[config.mk]
export PLATFORM = sky130hd
export DESIGN_NAME = least_loaded_job_dispatch_unit
export DESIGN_NICKNAME = d
export VERILOG_FILES = /design/src/hw/rtl/lldu_pkg.sv /design/src/hw/rtl/lldu_cell.sv /design/src/hw/rtl/least_loaded_job_dispatch_unit.sv
export SDC_FILE = /design/constraint.sdc
export NUM_CORES = 2
export LEC_CHECK = 0
export ABC_AREA = 0
export CAP_MARGIN = 0
export CORE_AREA = 2 2 517 519
export CTS_BUF_LIST = sky130_fd_sc_hd__clkbuf_2
export CTS_CLUSTER_DIAMETER = 100
export DETAILED_ROUTE_END_ITERATION = 12
export DIE_AREA = 0 0 519 521
export DONT_BUFFER_PORTS = 1
export GPL_ROUTABILITY_DRIVEN = 0
export GPL_TIMING_DRIVEN = 0
export SYNTH_ARGS = -nofsm -noshare
export SYNTH_HDL_FRONTEND = slang
export SYNTH_SLANG_ARGS = --single-unit
[constraint.sdc]
create_clock -name clock -period 6.4 [get_ports clock]
set_input_delay 0.32 -clock clock [delete_from_list [all_inputs] [get_ports clock]]
set_output_delay 0.32 -clock clock [all_outputs]
set_load 0.02 [all_outputs]
[src/hw/rtl/lldu_pkg.sv]
package lldu_pkg;

   localparam int MAX_SERVERS_DEF = 8;
   localparam int QUEUE_DEPTH_DEF = 16;
   localparam int RESULT_LIMIT    = 16;

   localparam int SRV_IDX_W = 4;   // holds any server index up to the largest server count
   localparam int SRV_CNT_W = 5;   // holds a server count up to the largest server count
   localparam int NSRV_W    = 4;
   localparam int LOAD_W    = 32;
   localparam int ID_W      = 16;
   localparam int TIME_W    = 16;
   localparam int KIND_W    = 2;
   localparam int SRV_NUM_W = 3;
   localparam int EMIT_W    = $clog2(RESULT_LIMIT);

   localparam logic [NSRV_W-1:0] NUM_SERVERS_RST = 4'd8;

   localparam logic [KIND_W-1:0] KIND_ASSIGNED = 2'd0;
   localparam logic [KIND_W-1:0] KIND_DRAINED  = 2'd1;
   localparam logic [KIND_W-1:0] KIND_EMPTY    = 2'd2;
   localparam logic [KIND_W-1:0] KIND_REJECTED = 2'd3;

   localparam logic CMD_INSERT = 1'b0;
   localparam logic CMD_DRAIN  = 1'b1;

   typedef struct packed {
      logic              cmd;
      logic [TIME_W-1:0] job_time;
      logic [ID_W-1:0]   customer_id;
      logic [2:0]        server_index;
   } req_item_type;

   typedef struct packed {
      logic [KIND_W-1:0]    kind;
      logic [SRV_NUM_W-1:0] server_number;
      logic [ID_W-1:0]      job_id;
      logic [LOAD_W-1:0]    server_load;
      logic                 last;
   } rsp_item_type;

   // broadcast from the sequencer to the row of cells
   typedef struct packed {
      logic                 push;
      logic                 pop;
      logic [SRV_IDX_W-1:0] sel;
      logic [ID_W-1:0]      wdata;
      logic [LOAD_W-1:0]    new_load;
   } cell_ctl_type;

   // what one cell shows to the sequencer
   typedef struct packed {
      logic [LOAD_W-1:0] load;
      logic              full;
      logic              empty;
      logic              one;
      logic [ID_W-1:0]   rdata;
   } cell_stat_type;

   // running minimum handed from cell to cell
   typedef struct packed {
      logic [SRV_IDX_W-1:0] idx;
      logic [LOAD_W-1:0]    load;
   } best_type;

endpackage

[src/hw/rtl/lldu_cell.sv]
module lldu_cell
   import lldu_pkg::*;
#(
   parameter int CELL_IDX    = 0,
   parameter int QUEUE_DEPTH = QUEUE_DEPTH_DEF
) (
   input  logic                 clock,
   input  logic                 reset,
   input  logic [SRV_CNT_W-1:0] active_count,
   input  cell_ctl_type         ctl,
   input  best_type             best_prev,
   output best_type             best_out,
   output cell_stat_type        stat
);

   localparam int PTR_W = $clog2(QUEUE_DEPTH);
   localparam int CNT_W = $clog2(QUEUE_DEPTH + 1);
   localparam logic [SRV_IDX_W-1:0] MY_IDX = SRV_IDX_W'(CELL_IDX);

   logic [ID_W-1:0]   queue_mem_ff [QUEUE_DEPTH];
   logic [ID_W-1:0]   rd_ff;
   logic [LOAD_W-1:0] load_ff, load_in;
   logic [PTR_W-1:0]  head_ff, head_in;
   logic [PTR_W-1:0]  tail_ff, tail_in;
   logic [CNT_W-1:0]  count_ff, count_in;
   best_type          best_ff, best_in;

   logic selected;
   logic push;
   logic pop;
   logic in_range;
   logic take_own;

   always_comb begin
      selected = (ctl.sel == MY_IDX);
      push     = ctl.push && selected;
      pop      = ctl.pop && selected;

      load_in  = push ? ctl.new_load : load_ff;
      head_in  = head_ff;
      tail_in  = tail_ff;
      count_in = count_ff;
      if (push) begin
         tail_in  = (tail_ff == PTR_W'(QUEUE_DEPTH - 1)) ? '0 : tail_ff + 1'b1;
         count_in = count_ff + 1'b1;
      end else if (pop) begin
         head_in  = (head_ff == PTR_W'(QUEUE_DEPTH - 1)) ? '0 : head_ff + 1'b1;
         count_in = count_ff - 1'b1;
      end

      // strict compare keeps the lower index on a tie; cell 0 always seeds the chain
      in_range = SRV_CNT_W'(CELL_IDX) < active_count;
      take_own = in_range && ((CELL_IDX == 0) || (load_ff < best_prev.load));
      if (take_own) begin
         best_in.idx  = MY_IDX;
         best_in.load = load_ff;
      end else begin
         best_in = best_prev;
      end
   end

   always_ff @(posedge clock) begin
      if (reset) begin
         load_ff  <= '0;
         head_ff  <= '0;
         tail_ff  <= '0;
         count_ff <= '0;
         best_ff  <= '0;
      end else begin
         load_ff  <= load_in;
         head_ff  <= head_in;
         tail_ff  <= tail_in;
         count_ff <= count_in;
         best_ff  <= best_in;
      end
   end

   always_ff @(posedge clock) begin
      if (push) begin
         queue_mem_ff[tail_ff] <= ctl.wdata;
      end
      rd_ff <= queue_mem_ff[head_ff];
   end

   assign best_out   = best_ff;
   assign stat.load  = load_ff;
   assign stat.full  = (count_ff == CNT_W'(QUEUE_DEPTH));
   assign stat.empty = (count_ff == '0);
   assign stat.one   = (count_ff == CNT_W'(1));
   assign stat.rdata = rd_ff;

endmodule

[src/hw/rtl/least_loaded_job_dispatch_unit.sv]
// Channel   Ports                                   Direction  Moves
// req       req_valid / req_ready / req_data        in         insert or drain command
// rsp       rsp_valid / rsp_ready / rsp_data        out        assigned, drained, empty, rejected
// csr       psel penable pwrite paddr pwdata prdata in/out     num_servers at byte 0
//
// An insert waits while the running minimum ripples one cell per cycle
// down the row of server cells, and the choice is made after that.
// A drain emits at most 16 ids, each after a pass through the
// registered read port of the server's queue memory; an empty queue gives one empty result.
// Reset clears loads, queue pointers and counts at once; no clearing pass runs.
// A result waiting on rsp_ready holds the sequencer only when a new result is due.
module least_loaded_job_dispatch_unit
   import lldu_pkg::*;
#(
   parameter int MAX_SERVERS = MAX_SERVERS_DEF,
   parameter int QUEUE_DEPTH = QUEUE_DEPTH_DEF
) (
   input  logic         clock,
   input  logic         reset,

   input  logic         req_valid,
   output logic         req_ready,
   input  req_item_type req_data,

   output logic         rsp_valid,
   input  logic         rsp_ready,
   output rsp_item_type rsp_data,

   input  logic         psel,
   input  logic         penable,
   input  logic         pwrite,
   input  logic [2:0]   paddr,
   input  logic [31:0]  pwdata,
   output logic [31:0]  prdata,
   output logic         pready
);

   localparam int WAIT_W = $clog2(MAX_SERVERS + 1);

   localparam logic [2:0] ST_IDLE   = 3'd0;
   localparam logic [2:0] ST_SEARCH = 3'd1;
   localparam logic [2:0] ST_INSERT = 3'd2;
   localparam logic [2:0] ST_CHECK  = 3'd3;
   localparam logic [2:0] ST_POP    = 3'd4;
   localparam logic [2:0] ST_GAP    = 3'd5;

   logic [2:0]           state_ff, state_in;
   logic [WAIT_W-1:0]    wait_ff, wait_in;
   logic [EMIT_W-1:0]    emit_ff, emit_in;
   logic [SRV_CNT_W-1:0] arrivals_ff, arrivals_in;
   logic [NSRV_W-1:0]    num_servers_ff;
   req_item_type         item_ff, item_in;
   logic                 out_valid_ff, out_valid_in;
   rsp_item_type         out_ff, out_in;

   best_type             chain [MAX_SERVERS + 1];
   cell_stat_type        stat [MAX_SERVERS];
   cell_ctl_type         ctl;
   cell_stat_type        sel_stat;

   logic [SRV_CNT_W-1:0] active_count;
   logic [SRV_IDX_W-1:0] pick;
   logic [SRV_IDX_W-1:0] drain_idx;
   logic [SRV_IDX_W-1:0] sel_idx;
   logic                 opening;
   logic                 drain_oob;
   logic                 slot_free;
   logic                 emit;
   logic                 last_pop;
   logic [LOAD_W:0]      sum;
   logic [LOAD_W-1:0]    sat_load;
   logic                 csr_write;

   // configuration port
   assign pready    = 1'b1;
   assign csr_write = psel && penable && pwrite && !paddr[2];
   assign prdata    = paddr[2] ? '0 : {{(32 - NSRV_W){1'b0}}, num_servers_ff};

   always_ff @(posedge clock) begin
      if (reset) begin
         num_servers_ff <= NUM_SERVERS_RST;
      end else if (csr_write) begin
         num_servers_ff <= pwdata[NSRV_W-1:0];
      end
   end

   // row of server cells
   assign chain[0] = '0;

   for (genvar g = 0; g < MAX_SERVERS; g++) begin : g_cell
      lldu_cell #(
         .CELL_IDX    (g),
         .QUEUE_DEPTH (QUEUE_DEPTH)
      ) u_cell (
         .clock        (clock),
         .reset        (reset),
         .active_count (active_count),
         .ctl          (ctl),
         .best_prev    (chain[g]),
         .best_out     (chain[g + 1]),
         .stat         (stat[g])
      );
   end

   always_comb begin
      if (num_servers_ff == '0) begin
         active_count = SRV_CNT_W'(1);
      end else if ({1'b0, num_servers_ff} > SRV_CNT_W'(MAX_SERVERS)) begin
         active_count = SRV_CNT_W'(MAX_SERVERS);
      end else begin
         active_count = {1'b0, num_servers_ff};
      end

      opening   = arrivals_ff < active_count;
      pick      = opening ? arrivals_ff[SRV_IDX_W-1:0] : chain[MAX_SERVERS].idx;
      drain_idx = {1'b0, item_ff.server_index};
      drain_oob = {2'b00, item_ff.server_index} >= SRV_CNT_W'(MAX_SERVERS);

      sel_idx      = (state_ff == ST_INSERT) ? pick : drain_idx;
      sel_stat     = stat[0];
      for (int i = 1; i < MAX_SERVERS; i++) begin
         if (sel_idx == SRV_IDX_W'(i)) begin
            sel_stat = stat[i];
         end
      end

      sum      = {1'b0, sel_stat.load} + {{(LOAD_W + 1 - TIME_W){1'b0}}, item_ff.job_time};
      sat_load = sum[LOAD_W] ? '1 : sum[LOAD_W-1:0];
      last_pop = sel_stat.one || (emit_ff == EMIT_W'(RESULT_LIMIT - 1));
   end

   assign slot_free = !out_valid_ff || rsp_ready;
   assign req_ready = (state_ff == ST_IDLE);

   always_comb begin
      state_in     = state_ff;
      wait_in      = wait_ff;
      emit_in      = emit_ff;
      arrivals_in  = arrivals_ff;
      item_in      = item_ff;
      out_in       = out_ff;
      emit         = 1'b0;
      ctl.sel      = sel_idx;
      ctl.push     = 1'b0;
      ctl.pop      = 1'b0;
      ctl.wdata    = item_ff.customer_id;
      ctl.new_load = sat_load;

      unique case (state_ff)
         ST_IDLE: begin
            if (req_valid) begin
               item_in  = req_data;
               wait_in  = WAIT_W'(MAX_SERVERS);
               state_in = (req_data.cmd == CMD_INSERT) ? ST_SEARCH : ST_CHECK;
            end
         end
         ST_SEARCH: begin
            // let the minimum settle through every cell
            if (wait_ff == '0) begin
               state_in = ST_INSERT;
            end else begin
               wait_in = wait_ff - 1'b1;
            end
         end
         ST_INSERT: begin
            if (slot_free) begin
               emit                 = 1'b1;
               out_in.server_number = pick[SRV_NUM_W-1:0];
               out_in.job_id        = item_ff.customer_id;
               out_in.last          = 1'b1;
               if (sel_stat.full) begin
                  out_in.kind        = KIND_REJECTED;
                  out_in.server_load = sel_stat.load;
               end else begin
                  ctl.push           = 1'b1;
                  out_in.kind        = KIND_ASSIGNED;
                  out_in.server_load = sat_load;
                  if (opening) begin
                     arrivals_in = arrivals_ff + 1'b1;
                  end
               end
               state_in = ST_IDLE;
            end
         end
         ST_CHECK: begin
            if (drain_oob || sel_stat.empty) begin
               if (slot_free) begin
                  emit                 = 1'b1;
                  out_in.kind          = KIND_EMPTY;
                  out_in.server_number = item_ff.server_index;
                  out_in.job_id        = '0;
                  out_in.server_load   = drain_oob ? '0 : sel_stat.load;
                  out_in.last          = 1'b1;
                  state_in             = ST_IDLE;
               end
            end else begin
               emit_in  = '0;
               state_in = ST_POP;
            end
         end
         ST_POP: begin
            if (slot_free) begin
               emit                 = 1'b1;
               ctl.pop              = 1'b1;
               out_in.kind          = KIND_DRAINED;
               out_in.server_number = item_ff.server_index;
               out_in.job_id        = sel_stat.rdata;
               out_in.server_load   = sel_stat.load;
               out_in.last          = last_pop;
               emit_in              = emit_ff + 1'b1;
               state_in             = last_pop ? ST_IDLE : ST_GAP;
            end
         end
         ST_GAP: begin
            // wait for the read port to follow the new head
            state_in = ST_POP;
         end
         default: begin
            state_in = ST_IDLE;
         end
      endcase

      if (emit) begin
         out_valid_in = 1'b1;
      end else if (rsp_ready) begin
         out_valid_in = 1'b0;
      end else begin
         out_valid_in = out_valid_ff;
      end
   end

   always_ff @(posedge clock) begin
      if (reset) begin
         state_ff     <= ST_IDLE;
         wait_ff      <= '0;
         emit_ff      <= '0;
         arrivals_ff  <= '0;
         out_valid_ff <= 1'b0;
      end else begin
         state_ff     <= state_in;
         wait_ff      <= wait_in;
         emit_ff      <= emit_in;
         arrivals_ff  <= arrivals_in;
         out_valid_ff <= out_valid_in;
      end
   end

   always_ff @(posedge clock) begin
      item_ff <= item_in;
      out_ff  <= out_in;
   end

   assign rsp_valid = out_valid_ff;
   assign rsp_data  = out_ff;

endmodule

* After elaboration in Yosys (flattened, before gate mapping)
Memories as Yosys holds them, arrays and structs flattened. A register that Yosys moved wholly into a read port is not among the register bits. Cells that the tools add are included.
Word-level totals: flip-flop bits (word level) 722, bits in writable memories 2048, input bits 78, output and inout port bits 89, logic and storage cells 366, memories 8
Memories:
- g_cell[0].u_cell.queue_mem_ff | words 16, bits a word 16, read ports 1, clocked after memory_dff 1, wr ports 1, line lldu_cell.sv:20 | logic [ID_W-1:0] queue_mem_ff [QUEUE_DEPTH];
- g_cell[1].u_cell.queue_mem_ff | words 16, bits a word 16, read ports 1, clocked after memory_dff 1, wr ports 1, line lldu_cell.sv:20
- g_cell[2].u_cell.queue_mem_ff | words 16, bits a word 16, read ports 1, clocked after memory_dff 1, wr ports 1, line lldu_cell.sv:20
- g_cell[3].u_cell.queue_mem_ff | words 16, bits a word 16, read ports 1, clocked after memory_dff 1, wr ports 1, line lldu_cell.sv:20
- g_cell[4].u_cell.queue_mem_ff | words 16, bits a word 16, read ports 1, clocked after memory_dff 1, wr ports 1, line lldu_cell.sv:20
- g_cell[5].u_cell.queue_mem_ff | words 16, bits a word 16, read ports 1, clocked after memory_dff 1, wr ports 1, line lldu_cell.sv:20
- +2 memories
Operators by class: add/subtract/negate cells 36, $lt $le $gt $ge 17, equal/unequal tests 53, mux-type cells 98, bitwise logic cells 10, reduce and logical (&&, ||, !) cells 77
Operators by type and width (number):
- 51-bit 2-to-1 mux | 7
- 32-bit < comparator | 7
- 54-bit 2-to-1 mux | 4
- 54-bit one-hot mux with 3 select lines | 1
- 35-bit 2-to-1 mux | 4
- 4-bit 2-to-1 mux | 25
- 5-bit 2-to-1 mux | 16
- 4-bit by 1-bit adder with 4-bit output (second input constant) | 17
- 4-bit equality test (second input constant) | 17
- 34-bit 2-to-1 mux | 2
- 32-bit 2-to-1 mux | 2
- 5-bit by 1-bit adder with 5-bit output (second input constant) | 9
- 5-bit by 1-bit equality test with 1-bit output (second input constant) | 8
- 5-bit equality test (second input constant) | 8
- 5-bit zero test | 8
- 5-bit by 1-bit subtractor with 5-bit output (second input constant) | 8
- 32-bit by 16-bit adder with 33-bit output | 1
- 33-bit 2-to-1 mux | 1
- 1-bit logical AND | 26
- 1-bit 2-to-1 mux | 24
- 2-bit nonzero test | 11
- 3-bit 2-to-1 mux | 6
- 3-bit one-hot mux with 6 select lines | 1
- 2-bit AND reduction | 9
- other kinds (26) | 69

* Depth between registers and ports, before layout
depth after elaboration 20, gate-level depth with buffers 35, depth with buffers taken out 27

* Modules after synthesis
A second synthesis with hierarchy kept.
Unflattened totals: cells, all modules 8192, area total of the unflattened synthesis 122396.1 um^2
By module, submodules not included:
- lldu_cell (g_cell[7].u_cell) | times used 1, cells an instance 884, area each 14283.7 um^2, sequential area each 9629.2 um^2
- lldu_cell (g_cell[6].u_cell) | times used 1, cells an instance 882, area each 14264.9 um^2, sequential area each 9629.2 um^2
- lldu_cell (g_cell[2].u_cell) | times used 1, cells an instance 885, area each 14242.4 um^2, sequential area each 9629.2 um^2
- lldu_cell (g_cell[1].u_cell) | times used 1, cells an instance 877, area each 14217.4 um^2, sequential area each 9629.2 um^2
- lldu_cell (g_cell[5].u_cell) | times used 1, cells an instance 884, area each 14197.4 um^2, sequential area each 9629.2 um^2
- lldu_cell (g_cell[4].u_cell) | times used 1, cells an instance 880, area each 14182.4 um^2, sequential area each 9629.2 um^2
- lldu_cell (g_cell[3].u_cell) | times used 1, cells an instance 884, area each 14162.3 um^2, sequential area each 9629.2 um^2
- lldu_cell (g_cell[0].u_cell) | times used 1, cells an instance 811, area each 13045.0 um^2, sequential area each 9629.2 um^2
- least_loaded_job_dispatch_unit | times used 1, cells an instance 1205, area each 9800.6 um^2, sequential area each 3093.0 um^2

* Worst setup path after synthesis
No wires, ideal clock.
path kind reg-to-reg, from reg num_servers_ff[3], to reg out_ff (netlist bit rsp_data[26]), data pin, library setup time 0.148 ns, arrival time 6.684 ns, data required time 6.252 ns, setup slack -0.432 ns, cell stages (with the launch flop) 32, path buffers 10, period minus slack after synthesis 6.832 ns, cell sequence dfxtp_1 > clkbuf_1 > inv_1 > ha_1 > a211oi_1 > a21boi_0 > o31ai_4 > buf_4 > buf_4 > buf_4 > buf_2 > buf_1 > clkbuf_1 > mux2i_1 > o21a_1 > o21ai_0 > o21ai_0 > fa_1 > nand3b_1 > a21boi_0 > o21ai_0 > a21oi_1 > o21ai_0 > a22oi_1 > and3_1 > clkbuf_1 > nand4_1 > clkbuf_1 > or3_1 > clkbuf_1 > and3_1 > mux2i_1
RTL lines:
- start: declaration | line least_loaded_job_dispatch_unit.sv:51 | logic [NSRV_W-1:0] num_servers_ff;
- start signal: assignment | line least_loaded_job_dispatch_unit.sv:83 | num_servers_ff <= pwdata[NSRV_W-1:0];
- end signal: assignment | line least_loaded_job_dispatch_unit.sv:250 | out_ff <= out_in;
- end: declaration | line least_loaded_job_dispatch_unit.sv:54 | rsp_item_type out_ff, out_in;

==> reports/metrics.yaml <==
clockPowerShare: 0.273
critPathSlowestCell: "clkbuf_1"
crit_path_end: "rsp_data[26]"
finalWirelength_mm: 377
rr_worst_depth: 30
clk_path_buf_depth: 4
drt.antenna.violating_nets: 0
setup_viol: 1610
finalHoldViolations: 0
antenna_found_initial: 22
relSlewSlack: -0.0953
cts_sinks: 2887
dp.cells: 11523
pwr-share-seq: 0.460
hold_path_class: "primary input to flip-flop"
failed_checks: "max-capacitance violations, max-slew violations, negative setup slack"
initial_core_util: 0.449
portBuffers: 0
avgSynthCellArea_sq_um: 15.3
core_sq_mm: 0.264
via_count: 77827
endpoint_kind: "flip-flop"
grt_usage: 0.274
cts_buffers: 722
synth_area_sq_mm: 0.119
pin_count: 167
synth_ff_type: "edfxtp_1"
postSynthCellCount: 7744
grt_pass1_wl_mm: 536
ys_types: 92
die-area_sq_mm: 0.270
r2r_setup_slack_ns: -0.89
finalNonFillerCells: 13166
crit_required_ns: 8.31
path_class: "flip-flop to flip-flop"
max-vdd-ir-drop_mv: 0.367
p_sw_mw: 16.6
drc: 0
power_density_mw_per_mm2: 334
async_flop_share: 0
power_mw: 46.9
hpwl_mm: 264
htree_levels: 6
timing.final.ws_setup_ns: -0.887
ys_ff_latch: 2887
arrival_ns: 9.20
whs_ns: 0.315
p_leak_nw: 47.5
die_w_microns: 519
cts_tree: "yes"
fin_crit_sh: 1.14
comb_power_share: 0.266
clkLatencyLatePin_ns: 2.19
min_path_cells: 5
crit_cells: 30
first_iter_violations: 9487
ys_warn_count: 0
grt_max_degree: 33
drtPass1Iterations: 13
placed_area_sq_mm: 0.128
maxCapViolCount: 1
startpoint: "num_servers_ff[3]"
grt_setup_unrepaired: "yes"
viasPerCell: 5.91
cpLargestDelayFamily: "buffers and inverters"
synth_seq_area_share: 0.667
p_int_mw: 30.2
fin_util: 0.530
synth_edf_count: 2137
wl_per_cell_microns: 28.7
max_clock_freq_mhz: 137
clk_pin_slew_ns: 0.11
grt-ovfl-total: 0
fp.dieH_microns: 521
drv_slew: 11
grt_pass1_vias: 77707
reg2reg_to: "rsp_data[26]"
status: "finished, violations left"
rows: 189
worst-slew-pin-transition_ns: 1.64
pre_cts_ws_ns: -4.76
slowest_delay_ns: 1.06
period_needed_ns: 7.29
final_area_sq_mm: 0.140
skew_ns: 0.269
fin_nets: 9420
p_sw_frac: 0.355
drive_gt1_frac: 0.283
ctsRootBufferMaster: "clkbuf_2"
cp_max_fo: 10
fin_tns_setup_ns: -548.32
synthToLayoutAreaGrowth_pct: 18.1
r2r_start: "num_servers_ff[3]"
worst-path-buf-inv: 10
cp-start-kind: "flip-flop"
==> power by group through the flow <==
stage | logic, mW | clock network (mW) | registers, mW
after floorplan | 5.20 | 0 | 22.1
after global placement | 8.57 | 0 | 22.8
after detailed placement | 10.1 | 0 | 22.0
after CTS | 11.8 | 13.1 | 21.6
after global routing | 12.7 | 14.0 | 21.6
final | 12.5 | 12.8 | 21.6
==> tightest hold or removal path: cells and delay by family <==
family                 cells  cell delay (ns)
buffers and inverters      3             1.75
multiplexers               1             0.15
AND/OR/NAND/NOR            1             0.09
==> final cells by class <==
class	count	area, sq um
Buffer	501	2660
Antenna cell	18	45.0
Inverter	284	1070
Multi-Input combinational cell	4100	38600
Sequential cell	2887	79200
Tap cell	3533	4420
Clock buffer	1078	5400
Clock inverter	226	1390
Fill cell	21878	124000
Timing Repair Buffer	539	7360
==> what timing repair did <==
action | CTS | global route
hold buffers | 177 | 0
endpoints found under the setup margin | 2487 | 1723
buffers inserted | 130 | 12
resized for setup | 551 | 30
hold endpoints to repair | 518 | 0
gates cloned | 8 | 0
pin swaps | 101 | 26
==> layout by cell type, fill, tap and decap left out, types with 57 or more instances in the layout <==
cell | synthesis | routed
a31oi_1 | 65 | 57
dfxtp_1 | 750 | 748
a21oi_1 | 284 | 267
mux4_2 | 640 | 640
nor2b_1 | 65 | 65
nand3_1 | 112 | 109
nor2_1 | 672 | 541
a211oi_2 | 1 | 75
nand2_1 | 469 | 464
inv_1 | 282 | 280
buf_16 | 0 | 84
buf_8 | 0 | 92
edfxtp_1 | 2137 | 2137
nor3_1 | 99 | 57
buf_4 | 37 | 141
nand4_1 | 77 | 77
clkinv_1 | 1 | 148
buf_1 | 82 | 71
dlygate4sd3_1 | 0 | 177
nor2_2 | 0 | 96
a21o_1 | 102 | 101
a211oi_1 | 201 | 124
buf_6 | 0 | 66
o211ai_1 | 62 | 62
mux2i_1 | 163 | 160
clkbuf_1 | 367 | 305
clkbuf_2 | 0 | 1099
ha_1 | 306 | 300
o21ai_0 | 154 | 139
==> cell usage after synthesis, types with 30 or more instances <==
cell	instances	share of area
o211ai_1	62	0.0039
clkbuf_1	367	0.012
nor4_1	30	0.0016
a211oi_1	201	0.013
a21bo_2	33	0.0028
inv_1	282	0.0089
o21ai_0	154	0.0065
xor2_1	50	0.0037
ha_1	306	0.032
a31oi_1	65	0.0034
nand2b_1	43	0.0023
mux4_2	640	0.12
edfxtp_1	2137	0.54
a21oi_1	284	0.012
buf_1	82	0.0026
dfxtp_1	750	0.13
nand3_1	112	0.0047
a21o_1	102	0.0065
o221ai_1	36	0.0027
nand2_1	469	0.015
nor3_1	99	0.0042
nor2b_1	65	0.0034
nand4_1	77	0.0041
mux2i_1	163	0.014
nor2_1	672	0.021
buf_4	37	0.0023
==> worst min path at each step <==
stage	startpoint	to	slack, ns
final	pwdata[3]	num_servers_ff[3]	0.31
after global routing	pwdata[3]	num_servers_ff[3]	0.26
after CTS	penable	num_servers_ff[1]	0.06
after detailed placement	req_data[13]	ctl[42]	0.42
after global placement	req_data[6]	ctl[35]	0.42
after floorplan	g_cell[5].u_cell.best_out[33]	g_cell[6].u_cell.best_out[33]	0.41
==> layer usage <==
metal	share of wire	vias to the layer above	global-route usage	wire, microns
li1	-	33085	-	-
met3	0.099	1167	0.0741	37400
met2	0.46	4359	0.425	173000
met1	0.38	39198	0.346	143000
met4	0.063	18	0.159	23900
met5	0.00081	-	0.00316	307
==> cell families (layout without fill, tap and decap cells) <==
group | after synthesis | count (layout) | share of synthesized area
muxes | 805 | 805 | 0.135
AOI/OAI and AO/OA | 1184 | 1185 | 0.0683
adders and majority gates | 307 | 307 | 0.0324
xor gates and xnor gates | 73 | 73 | 0.00539
DFF | 2887 | 2887 | 0.667
buffers and inverters | 789 | 2628 | 0.0263
other | 2 | 47 | 0.0000633
and+or+nand+nor | 1697 | 1701 | 0.0649
==> flip-flops by register name (all words and copies together), names as in the netlist, 32 cells and up <==
signal,cells
g_cell.u_cell.queue_mem_ff,2048
g_cell.u_cell.load_ff,256
g_cell.u_cell.best_out,241
g_cell.u_cell.rd_ff,128
rsp_data,54
g_cell.u_cell.count_ff,40
g_cell.u_cell.head_ff,32
g_cell.u_cell.tail_ff,32
(Power assumes the default switching activity.)
